==> src/rtl/core/mesm_pkg.sv <==
`default_nettype none

package mesm_pkg;

   // Edge states as held in the store
   typedef enum logic [1:0] {
      EDGE_UNKNOWN = 2'd0,
      EDGE_OPEN    = 2'd1,
      EDGE_WALL    = 2'd2
   } edge_state_type;

   // Request operations
   typedef enum logic [1:0] {
      OP_QUERY       = 2'd0,
      OP_SET_WALL    = 2'd1,
      OP_SET_OPEN    = 2'd2,
      OP_SET_UNKNOWN = 2'd3
   } op_type;

   // Register indexes on the csr port
   localparam logic CSR_MAZE_WIDTH  = 1'b0;
   localparam logic CSR_MAZE_HEIGHT = 1'b1;

   localparam int COORD_W   = 8;
   localparam int SIZE_W    = 6;
   localparam int REQ_BITS  = 34;
   localparam int REQ_TDATA = 40;
   localparam int RSP_TDATA = 8;

   // Decoded request, passed from the pair checker to the core
   typedef struct packed {
      logic           pair_ok;
      logic           out_of_bounds;
      logic           do_write;
      edge_state_type wr_state;
   } pair_info_type;

endpackage

`default_nettype wire

==> src/rtl/core/mesm_check.sv <==
`default_nettype none

module mesm_check #(
   parameter int MAX_WIDTH  = 32,
   parameter int MAX_HEIGHT = 32,
   parameter int ADDR_W     = 12
) (
   input  var mesm_pkg::op_type                       operation,
   input  var logic signed [mesm_pkg::COORD_W-1:0]    first_x,
   input  var logic signed [mesm_pkg::COORD_W-1:0]    first_y,
   input  var logic signed [mesm_pkg::COORD_W-1:0]    second_x,
   input  var logic signed [mesm_pkg::COORD_W-1:0]    second_y,
   input  var logic        [mesm_pkg::SIZE_W-1:0]     maze_width,
   input  var logic        [mesm_pkg::SIZE_W-1:0]     maze_height,
   output mesm_pkg::pair_info_type                    info,
   output logic            [ADDR_W-1:0]               addr
);

   localparam logic [7:0] MAX_W8    = 8'(MAX_WIDTH);
   localparam logic [7:0] MAX_H8    = 8'(MAX_HEIGHT);
   localparam int         DATA_ROWS = 2 * MAX_HEIGHT;

   logic [7:0]       w_eff;
   logic [7:0]       h_eff;
   logic             first_in;
   logic             second_in;
   logic signed [8:0] dx;
   logic signed [8:0] dy;
   logic             cardinal;
   logic [7:0]       col;
   logic [7:0]       row;

   // Saturate the configured size at the built maximum
   assign w_eff = ({2'b00, maze_width} > MAX_W8) ? MAX_W8 : {2'b00, maze_width};
   assign h_eff = ({2'b00, maze_height} > MAX_H8) ? MAX_H8 : {2'b00, maze_height};

   assign first_in  = !first_x[7] && !first_y[7] &&
                      (8'(first_x) < w_eff) && (8'(first_y) < h_eff);
   assign second_in = !second_x[7] && !second_y[7] &&
                      (8'(second_x) < w_eff) && (8'(second_y) < h_eff);

   assign dx = 9'(second_x) - 9'(first_x);
   assign dy = 9'(second_y) - 9'(first_y);
   assign cardinal = ((dx == 9'sd0) && ((dy == 9'sd1) || (dy == -9'sd1))) ||
                     ((dy == 9'sd0) && ((dx == 9'sd1) || (dx == -9'sd1)));

   // 2*second - diff equals the sum of both coordinates
   assign col  = 8'(first_x) + 8'(second_x);
   assign row  = 8'(first_y) + 8'(second_y);
   assign addr = ADDR_W'(col) * ADDR_W'(DATA_ROWS) + ADDR_W'(row);

   always_comb begin
      info.out_of_bounds = !(first_in && second_in);
      info.pair_ok       = first_in && second_in && cardinal;
      info.do_write      = 1'b0;
      info.wr_state      = mesm_pkg::EDGE_UNKNOWN;
      unique case (operation)
         mesm_pkg::OP_QUERY: begin
            info.do_write = 1'b0;
         end
         mesm_pkg::OP_SET_WALL: begin
            info.do_write = info.pair_ok;
            info.wr_state = mesm_pkg::EDGE_WALL;
         end
         mesm_pkg::OP_SET_OPEN: begin
            info.do_write = info.pair_ok;
            info.wr_state = mesm_pkg::EDGE_OPEN;
         end
         mesm_pkg::OP_SET_UNKNOWN: begin
            info.do_write = info.pair_ok;
            info.wr_state = mesm_pkg::EDGE_UNKNOWN;
         end
         default: begin
            info.do_write = 1'b0;
         end
      endcase
   end

endmodule

`default_nettype wire

==> config.mk <==
export PLATFORM = sky130hd
export DESIGN_NAME = mesm_check
export DESIGN_NICKNAME = d
export VERILOG_FILES = /design/src/rtl/core/mesm_pkg.sv /design/src/rtl/core/mesm_check.sv
export SDC_FILE = /design/constraint.sdc
export NUM_CORES = 1
export LEC_CHECK = 0
export ABC_AREA = 1
export BUFFER_PORTS_ARGS = -buffer_cell sky130_fd_sc_hd__buf_2
export CAP_MARGIN = 25
export CORE_UTILIZATION = 56
export DETAILED_ROUTE_END_ITERATION = 12
export GPL_TIMING_DRIVEN = 0
export PLACE_DENSITY = 0.85
export SLEW_MARGIN = 20
export SYNTH_ARGS = -nofsm -noshare
export SYNTH_HDL_FRONTEND = slang
export SYNTH_SLANG_ARGS = --single-unit
==> constraint.sdc <==
create_clock -name vclk -period 2.8
set_clock_uncertainty 0.1 [all_clocks]
set_input_delay 0.14 -clock vclk [all_inputs]
set_output_delay 0.14 -clock vclk [all_outputs]
set_load 0.05 [all_outputs]
Yosys cells after proc, flatten, opt, wreduce, memory -nomap -nowiden --
Cells that the tools add are included.
Operators by class: add/sub/neg operators 5, $lt $le $gt $ge 6, equal/unequal tests 7, mux-type cells 4, reduce and logical (&&, ||, !) cells 22
Operators by type and width (number):
- < comparator 8 x 6 -> 1 bit | 4
- equality test 9 x 1 -> 1 bit, second input constant | 2
- equality test 9 x 2 -> 1 bit, second input constant | 2
- logical NOT 9 bit | 2
- subtractor 8 x 8 -> 9 bit | 2
- adder 12 x 8 -> 12 bit | 1
- greater-than comparator 6 bit, second input constant | 2
- two-way mux 6 bit | 2
- logical AND 1 bit | 10
- adder 8 bit | 1
- adder 6 bit | 1
- logical NOT 1 bit | 5
- equality test 2 bit, second input constant | 2
- one-hot mux 2 bit (2 select lines) | 1
- logical OR 1 bit | 3
- OR reduction 3 bit | 1
- equality test 2 x 1 -> 1 bit, second input constant | 1
- logical NOT 2 bit | 1
- one-hot mux 1 bit (2 select lines) | 1
Storage, ports and cells: register bits 0, bits of input ports 46, logic and storage cells 44

Longest topological paths before layout --
Gate-level depths: netlist (run 1).
word-level depth 8, mapped depth 18, mapped depth without buffers 17

Least setup slack after synthesis (run 1) --
OpenSTA, ideal clock, no wires.
path type input -> output, from input port first_y[0] (netlist bit), to output port addr[10], data arrival time 2.957 ns, required time 2.560 ns, setup slack -0.397 ns, cell stages on the path 12, buffers on the path 0, cell sequence ha_1 > inv_1 > fa_1 > o31ai_1 > a21oi_1 > o21ai_0 > xor2_1 > ha_1 > fa_1 > inv_1 > nor3_1 > xnor2_1
On the way: word-level cells in the longest chain between the ends 2
Ends and longest elaborated chain:
- start, declared | line mesm_check.sv:10 | input var logic signed [mesm_pkg::COORD_W-1:0] first_y,
- adder 8 bit | line mesm_check.sv:49 | assign row = 8'(first_y) + 8'(second_y);
- adder 12 x 8 -> 12 bit | line mesm_check.sv:50 | assign addr = ADDR_W'(col) * ADDR_W'(DATA_ROWS) + ADDR_W'(row);
- end, declared | line mesm_check.sv:16 | output logic [ADDR_W-1:0] addr
No other way between the ends.

Worst setup path after layout (run 1) --
from input port second_y[0] (netlist bit), to output port addr[10]
On the way: word-level cells in the longest chain between the ends 2
Ends and longest elaborated chain:
- start, declared | line mesm_check.sv:12 | input var logic signed [mesm_pkg::COORD_W-1:0] second_y,
- adder 8 bit | line mesm_check.sv:49
- adder 12 x 8 -> 12 bit | line mesm_check.sv:50
No other way between the ends.

==> results of run 1 <==
critical path: cells and delay by family:
| kind | cells | cell delay [ps] |
|---|---|---|
| buf+inv | 4 | 410 |
| fa+ha+maj | 4 | 1140 |
| simple gates | 1 | 50 |
| compound gates | 3 | 460 |
| xor+xnor | 2 | 340 |
path summary, 6_finish.rpt:
kind | startpoint | endpoint | slack, ps | cells after the start
min | operation[1] | info[1] | 510 | 3
max | second_y[0] | addr[10] | 20 | 14
cells by family (layout without fill, tap and decap cells):
logic type      Yosys count  in the layout
buf+inv                  83            158
simple gates            191            191
compound gates           34             34
fa+ha+maj                55             55
xor+xnor                 16             16
layout make-up:
class | count | area, µm² | share of cell area [%]
repair buffers | 76 | 469 | 15.7
inverters | 81 | 309 | 10.3
well taps | 48 | 60.1 | 2.01
plain buffers | 1 | 11.3 | 0.377
multi-input cells | 296 | 2140 | 71.6
power by group through the flow:
stage / logic (mW) / clock network, mW / registers (mW)
after floorplan: 0.601 / 0 / 0
after global placement: 0.745 / 0 / 0
after detailed placement: 0.762 / 0 / 0
after CTS: 0.863 / 0 / 0
after global routing: 0.988 / 0 / 0
final: 0.913 / 0 / 0
timing repair:
action,4_1_cts,5_1_grt
resized for setup,40,15
setup endpoints to repair,4,4
setup buffers,8,6
hold buffers,0,0
cloned,0,0
pin swaps,23,24
cells in the final DEF (no fill, tap or decap), types with 2 or more instances in the layout:
cell,count
sky130_fd_sc_hd__a211oi_1,2
sky130_fd_sc_hd__a21oi_4,3
sky130_fd_sc_hd__nor2_1,32
sky130_fd_sc_hd__nand4_1,6
sky130_fd_sc_hd__nor2_2,6
sky130_fd_sc_hd__a21oi_2,7
sky130_fd_sc_hd__fa_1,3
sky130_fd_sc_hd__xor2_2,4
sky130_fd_sc_hd__nand2_1,98
sky130_fd_sc_hd__o21ai_0,4
sky130_fd_sc_hd__ha_4,5
sky130_fd_sc_hd__buf_6,6
sky130_fd_sc_hd__buf_2,54
sky130_fd_sc_hd__buf_4,15
sky130_fd_sc_hd__xor2_1,9
sky130_fd_sc_hd__inv_1,69
sky130_fd_sc_hd__inv_4,2
sky130_fd_sc_hd__buf_8,2
sky130_fd_sc_hd__inv_2,10
sky130_fd_sc_hd__nand3_1,23
sky130_fd_sc_hd__a21oi_1,14
sky130_fd_sc_hd__nor3_1,3
sky130_fd_sc_hd__nand2_2,12
sky130_fd_sc_hd__fa_2,2
sky130_fd_sc_hd__ha_1,44
sky130_fd_sc_hd__nand3_2,4
through the flow:
stage / instance area (µm²) / instances / util (%)
6_report: 2990 / 502 / 79.3
4_1_cts: 2920 / 497 / 77.4
2_1_floorplan: 2310 / 379 / -
3_5_place_dp: 2690 / 490 / 71.2
5_1_grt: 2990 / 502 / 79.3
3_3_place_gp: 2690 / 490 / 71.2
per-layer routing:
layer,up-vias,GRT usage (%),share of wire [%]
li1,1338,-,-
met1,1175,38.9,43
met2,140,49.1,46
met3,33,1.22,6.8
met4,0,9.51,4.2
met5,-,0,0
==> parameters.txt, run 1 <==
Parameter                              Value

Status
  Status ... finished, final reports clean

Power
  Power per unit of standard cell area ... 305 nW/µm²
  Leak ... 1.74 nW
  Relative contribution of the clock network to total power ... 0%
  Total power ... 0.913 mW
  Sequential share of power ... 0%
  Switching share of power ... 64.1%
  Peak supply drop ... 147 µV
  Psw ... 0.585 mW
  Part of the total power dissipated in combinational logic ... 100.0%
  Total internal power ... 0.328 mW

Timing
  Endpoints failing setup ... 0
  Worst Max-Slew Pin Slew ... 793 ps
  Timing-limited maximum frequency ... 359 MHz
  Setup repair after global routing missed its margin ... yes
  Final worst-path setup slack ... 16.9 ps
  Ratio of final minimum period to clock period ... 99.4%
  Number of pins exceeding their max-slew limit in the final report ... 0
  Headroom to the max-slew limit ... 46.9%
  Crit path time final ... 2780 ps
  WHS ... 510 ps
  Accumulated negative setup slack ... 0 ps
  Hold violation total from the final report ... 0

Synthesis
  Portion of the post-synthesis area used by sequential elements ... 0%
  Leading cell types by total area after synthesis ... sky130_fd_sc_hd__ha_1, sky130_fd_sc_hd__nand2_1, sky130_fd_sc_hd__inv_1, sky130_fd_sc_hd__nor2_1, sky130_fd_sc_hd__nand3_1
  Synth Area in Compound Gates ... 9.23%
  Cell variety after synth ... 29
  Main combinational cell family by area after synthesis ... simple AND/OR/NAND/NOR gates
  Total standard cell area after synthesis ... 2260 µm²
  Cell types with the highest counts after synthesis ... sky130_fd_sc_hd__nand2_1, sky130_fd_sc_hd__inv_1, sky130_fd_sc_hd__ha_1
  Arithmetic-cell share of the synthesized area counting full adders, half adders and majority gates ... 32.0%
  Most numerous cell in the Yosys netlist ... sky130_fd_sc_hd__nand2_1
  Area share of and/or/nand/nor cells after synthesis ... 37.8%
  Synth top area share ... 27.6%
  Yosys top cell by area ... sky130_fd_sc_hd__ha_1
  Fraction of synthesized cell area in xor and xnor cells ... 6.52%
  Number of cells produced by synthesis ... 379
  Average footprint of a synthesized cell ... 5.98 µm²
  Warning count from the yosys run ... 0
  Net Count, Synth ... 480
  Post-synthesis mux area share ... 0%

Detailed routing
  Number of design rule violations left after detail routing ... 0
  Final wirelength ... 6570 µm
  Number of nets with antenna violations after routing ... 0
  Average wire per standard cell ... 13.1 µm
  Detailed-route via count ... 2686
  Number of vias per cell after detailed routing ... 5.35
  1st-iter DRT viols ... 183
  First-pass detailed-route iteration total ... 5

Placement
  Detailed placement HPWL ... 4620 µm
  Placer Congestion ... 0.891
  I/O Buffers ... 63
  Worst slack at placement ... -397 ps

Global routing
  Pin count of the biggest net entering global routing ... 8
  Global-route wire length before repair ... 9940 µm
  Number of antenna violations at the first check in global routing ... 0
  Global-route total usage across every layer ... 28.9%
  Vias in the first global route ... 2338
  Total global routing overflow ... 0

Worst setup path
  Endpoint type of the worst setup path ... output port
  Highest cell delay on the worst timing path ... 410 ps
  Worst path required time ... 2560 ps
  Element type at the critical path start ... input port
  Cell type of the slowest stage on the worst timing path ... sky130_fd_sc_hd__fa_2
  Crit path max fanout ... 3
  Critical path class ... input port to output port
  Crit path DAT ... 2540 ps
  Cells traversed along the worst timing path ... buf_8, ha_4, inv_2, fa_2, o31ai_4, a21oi_2, o21ai_1, xor2_1, ha_2, fa_2, inv_2, nor3_4, xnor2_2, buf_6

Final layout
  Signed area change from the synthesized netlist to the final layout ... 32.0%
  Final-layout clock buffer total ... 0
  Flip-flop and latch area ... 0 µm²
  Number of inserted filler cells in the final layout ... 286
  Proportion of layout cells with a drive suffix above 1 ... 31.3%
  Number of antenna cells inserted ... 0
  FF+latch count ... 0
  NumNets Final ... 557

Job
  Max-capacitance violation count ... 0

Die
  Number of placement rows ... 22
  Die Height ... 65.6 µm
  Initial Util ... 60.1%
  Floorplan die width ... 65.6 µm
  Standard cell core area ... 3770 µm²
  Ports ... 63
  Area of the die ... 4300 µm²

Min path
  Hold/Removal Path Class ... input port to output port
(Power assumes the default switching activity.)
==> run 2: changes to the inputs <==
clock period = 3.1 ns   (was 2.8 ns; I/O delays follow)
==> parameters.txt, run 2 (synthesized netlist as in run 1, its figures left out) <==
Parameter                              Value

Timing
  Crit path time final ... 3000 ps
  Hold violation total from the final report ... 0
  Number of pins exceeding their max-slew limit in the final report ... 0
  Ratio of final minimum period to clock period ... 96.7%
  Worst Max-Slew Pin Slew ... 451 ps
  Final worst-path setup slack ... 102 ps
  Headroom to the max-slew limit ... 69.8%
  Endpoints failing setup ... 0
  Timing-limited maximum frequency ... 334 MHz

Final layout
  Final-layout clock buffer total ... 0
  Post-layout instance count excluding filler cells ... 496
  Commonest cells after routing, fill and taps aside ... sky130_fd_sc_hd__nand2_1, sky130_fd_sc_hd__inv_1, sky130_fd_sc_hd__buf_2
  Number of antenna cells inserted ... 0
  Proportion of layout cells with a drive suffix above 1 ... 26.8%
  FF+latch count ... 0
  NumNets Final ... 551
  Most frequent standard cell in the layout excluding fill and tap cells ... sky130_fd_sc_hd__nand2_1
  Flip-flop and latch area ... 0 µm²
  Final Instance Area ... 2780 µm²
  Signed area change from the synthesized netlist to the final layout ... 22.5%
  Final Util ... 73.6%

Die
  Number of placement rows ... 22
  Initial Util ... 60.1%
  Ports ... 63
  Area of the die ... 4300 µm²
  Die Height ... 65.6 µm
  Floorplan die width ... 65.6 µm
  Standard cell core area ... 3770 µm²

Global routing
  Vias in the first global route ... 2191
  Pin count of the biggest net entering global routing ... 11
  Total global routing overflow ... 0
  Number of antenna violations at the first check in global routing ... 0
  Global-route total usage across every layer ... 24.8%
  Global-route wire length before repair ... 8770 µm

Power
  Leak ... 1.69 nW
  Peak supply drop ... 157 µV
  Total power ... 0.735 mW
  Sequential share of power ... 0%
  Part of the total power dissipated in combinational logic ... 100.0%
  Total internal power ... 0.255 mW
  Relative contribution of the clock network to total power ... 0%
  Power per unit of standard cell area ... 265 nW/µm²
  Psw ... 0.480 mW
  Switching share of power ... 65.3%

Worst setup path
  Element type at the critical path start ... input port
  Endpoint type of the worst setup path ... output port
  Crit path DAT ... 2740 ps
  Crit path max fanout ... 6
  Worst path required time ... 2840 ps
  Critical path class ... input port to output port

Min path
  Cells on Worst Hold Path ... 3
  Hold/Removal Path Class ... input port to output port
  Hold-critical path endpoint ... info[0]
  Worst hold path startpoint ... operation[0]

Detailed routing
  Number of nets with antenna violations after routing ... 0
  Final wirelength ... 5290 µm
  Average wire per standard cell ... 10.7 µm
  Number of vias per cell after detailed routing ... 4.97
  First-pass detailed-route iteration total ... 4
  Detailed-route via count ... 2464
  1st-iter DRT viols ... 108
  Number of design rule violations left after detail routing ... 0

Status
  Status ... finished, final reports clean

Job
  Max-capacitance violation count ... 0

Placement
  Placer Congestion ... 0.906
  I/O Buffers ... 63
  Detailed placement HPWL ... 4550 µm
  Placed Instance Area ... 2660 µm²
  Inst Count DP ... 490
  Worst slack at placement ... -204 ps

Clocking
  Cts hold-fix bufs ... 0
-- run 2: cell types whose count changed in the layout (fill, tap and decap cells not counted), moves of 2 or more --
cell	change
sky130_fd_sc_hd__buf_4	-8
sky130_fd_sc_hd__xor2_1	+3
sky130_fd_sc_hd__inv_1	+5
sky130_fd_sc_hd__a21oi_4	-2
sky130_fd_sc_hd__inv_4	-2
sky130_fd_sc_hd__nor2_1	+2
sky130_fd_sc_hd__buf_6	-2
sky130_fd_sc_hd__buf_2	+5
sky130_fd_sc_hd__ha_1	+4
sky130_fd_sc_hd__ha_4	-4
sky130_fd_sc_hd__inv_2	-3
sky130_fd_sc_hd__xor2_2	-3
sky130_fd_sc_hd__buf_8	-2
-- run 2: through the flow --
stage | hold WS (ps) | TNS [ps]
finish | 542 | 0
global route | 560 | -156
CTS | 542 | 0
detailed placement | 541 | -416
global placement | 537 | -154
floorplan | 386 | 0
-- run 2: how the worst max path moves through the flow --
stage / to / depth (start not counted) / start / slack [ps]
finish: addr[8] / 14 / first_y[3] / 100
global route: addr[8] / 18 / first_y[2] / -70
CTS: addr[9] / 19 / first_y[2] / 20
detailed placement: addr[10] / 14 / first_y[0] / -200
global placement: addr[10] / 14 / first_y[0] / -120
floorplan: addr[8] / 11 / first_y[0] / 7
-- run 2: repair_timing --
item	CTS	global route
pin swaps	1	8
buffers inserted	1	5
resized for setup	5	16
cloned	0	0
setup endpoints to repair	4	4
-- run 2: layout make-up --
class | instances | area, µm²
plain buffers | 2 | 22.5
repair buffers | 69 | 378
fillers | 310 | 996
inverters | 81 | 304
multi-input cells | 296 | 2010
well taps | 48 | 60.1
-- run 2: power groups by stage --
stage	Clock, mW	Combinational (mW)	Sequential, mW
CTS	0	0.691	0
floorplan	0	0.526	0
detailed placement	0	0.672	0
global route	0	0.806	0
global placement	0	0.659	0
finish	0	0.735	0
-- run 2: worst max-delay path: stages --
cell and delay [ps]:
sky130_fd_sc_hd__buf_2 120, sky130_fd_sc_hd__inv_1 50, sky130_fd_sc_hd__ha_2 410, sky130_fd_sc_hd__inv_2 110, sky130_fd_sc_hd__a21oi_2 220, sky130_fd_sc_hd__o31ai_4 110
sky130_fd_sc_hd__a21oi_1 150, sky130_fd_sc_hd__o21ai_1 90, sky130_fd_sc_hd__xor2_1 170, sky130_fd_sc_hd__ha_1 250, sky130_fd_sc_hd__fa_1 380, sky130_fd_sc_hd__inv_2 90
sky130_fd_sc_hd__xor2_1 170, sky130_fd_sc_hd__clkbuf_4 260
-- run 2: metal layers --
layer	part of all wire, %	vias up	GRT usage, %	routed length (µm)
met2	45	70	41.5	2360
li1	-	1323	-	-
met4	0	0	2.17	0
met3	4.5	0	0.347	236
met5	0	-	0	0
met1	51	1071	36.6	2690
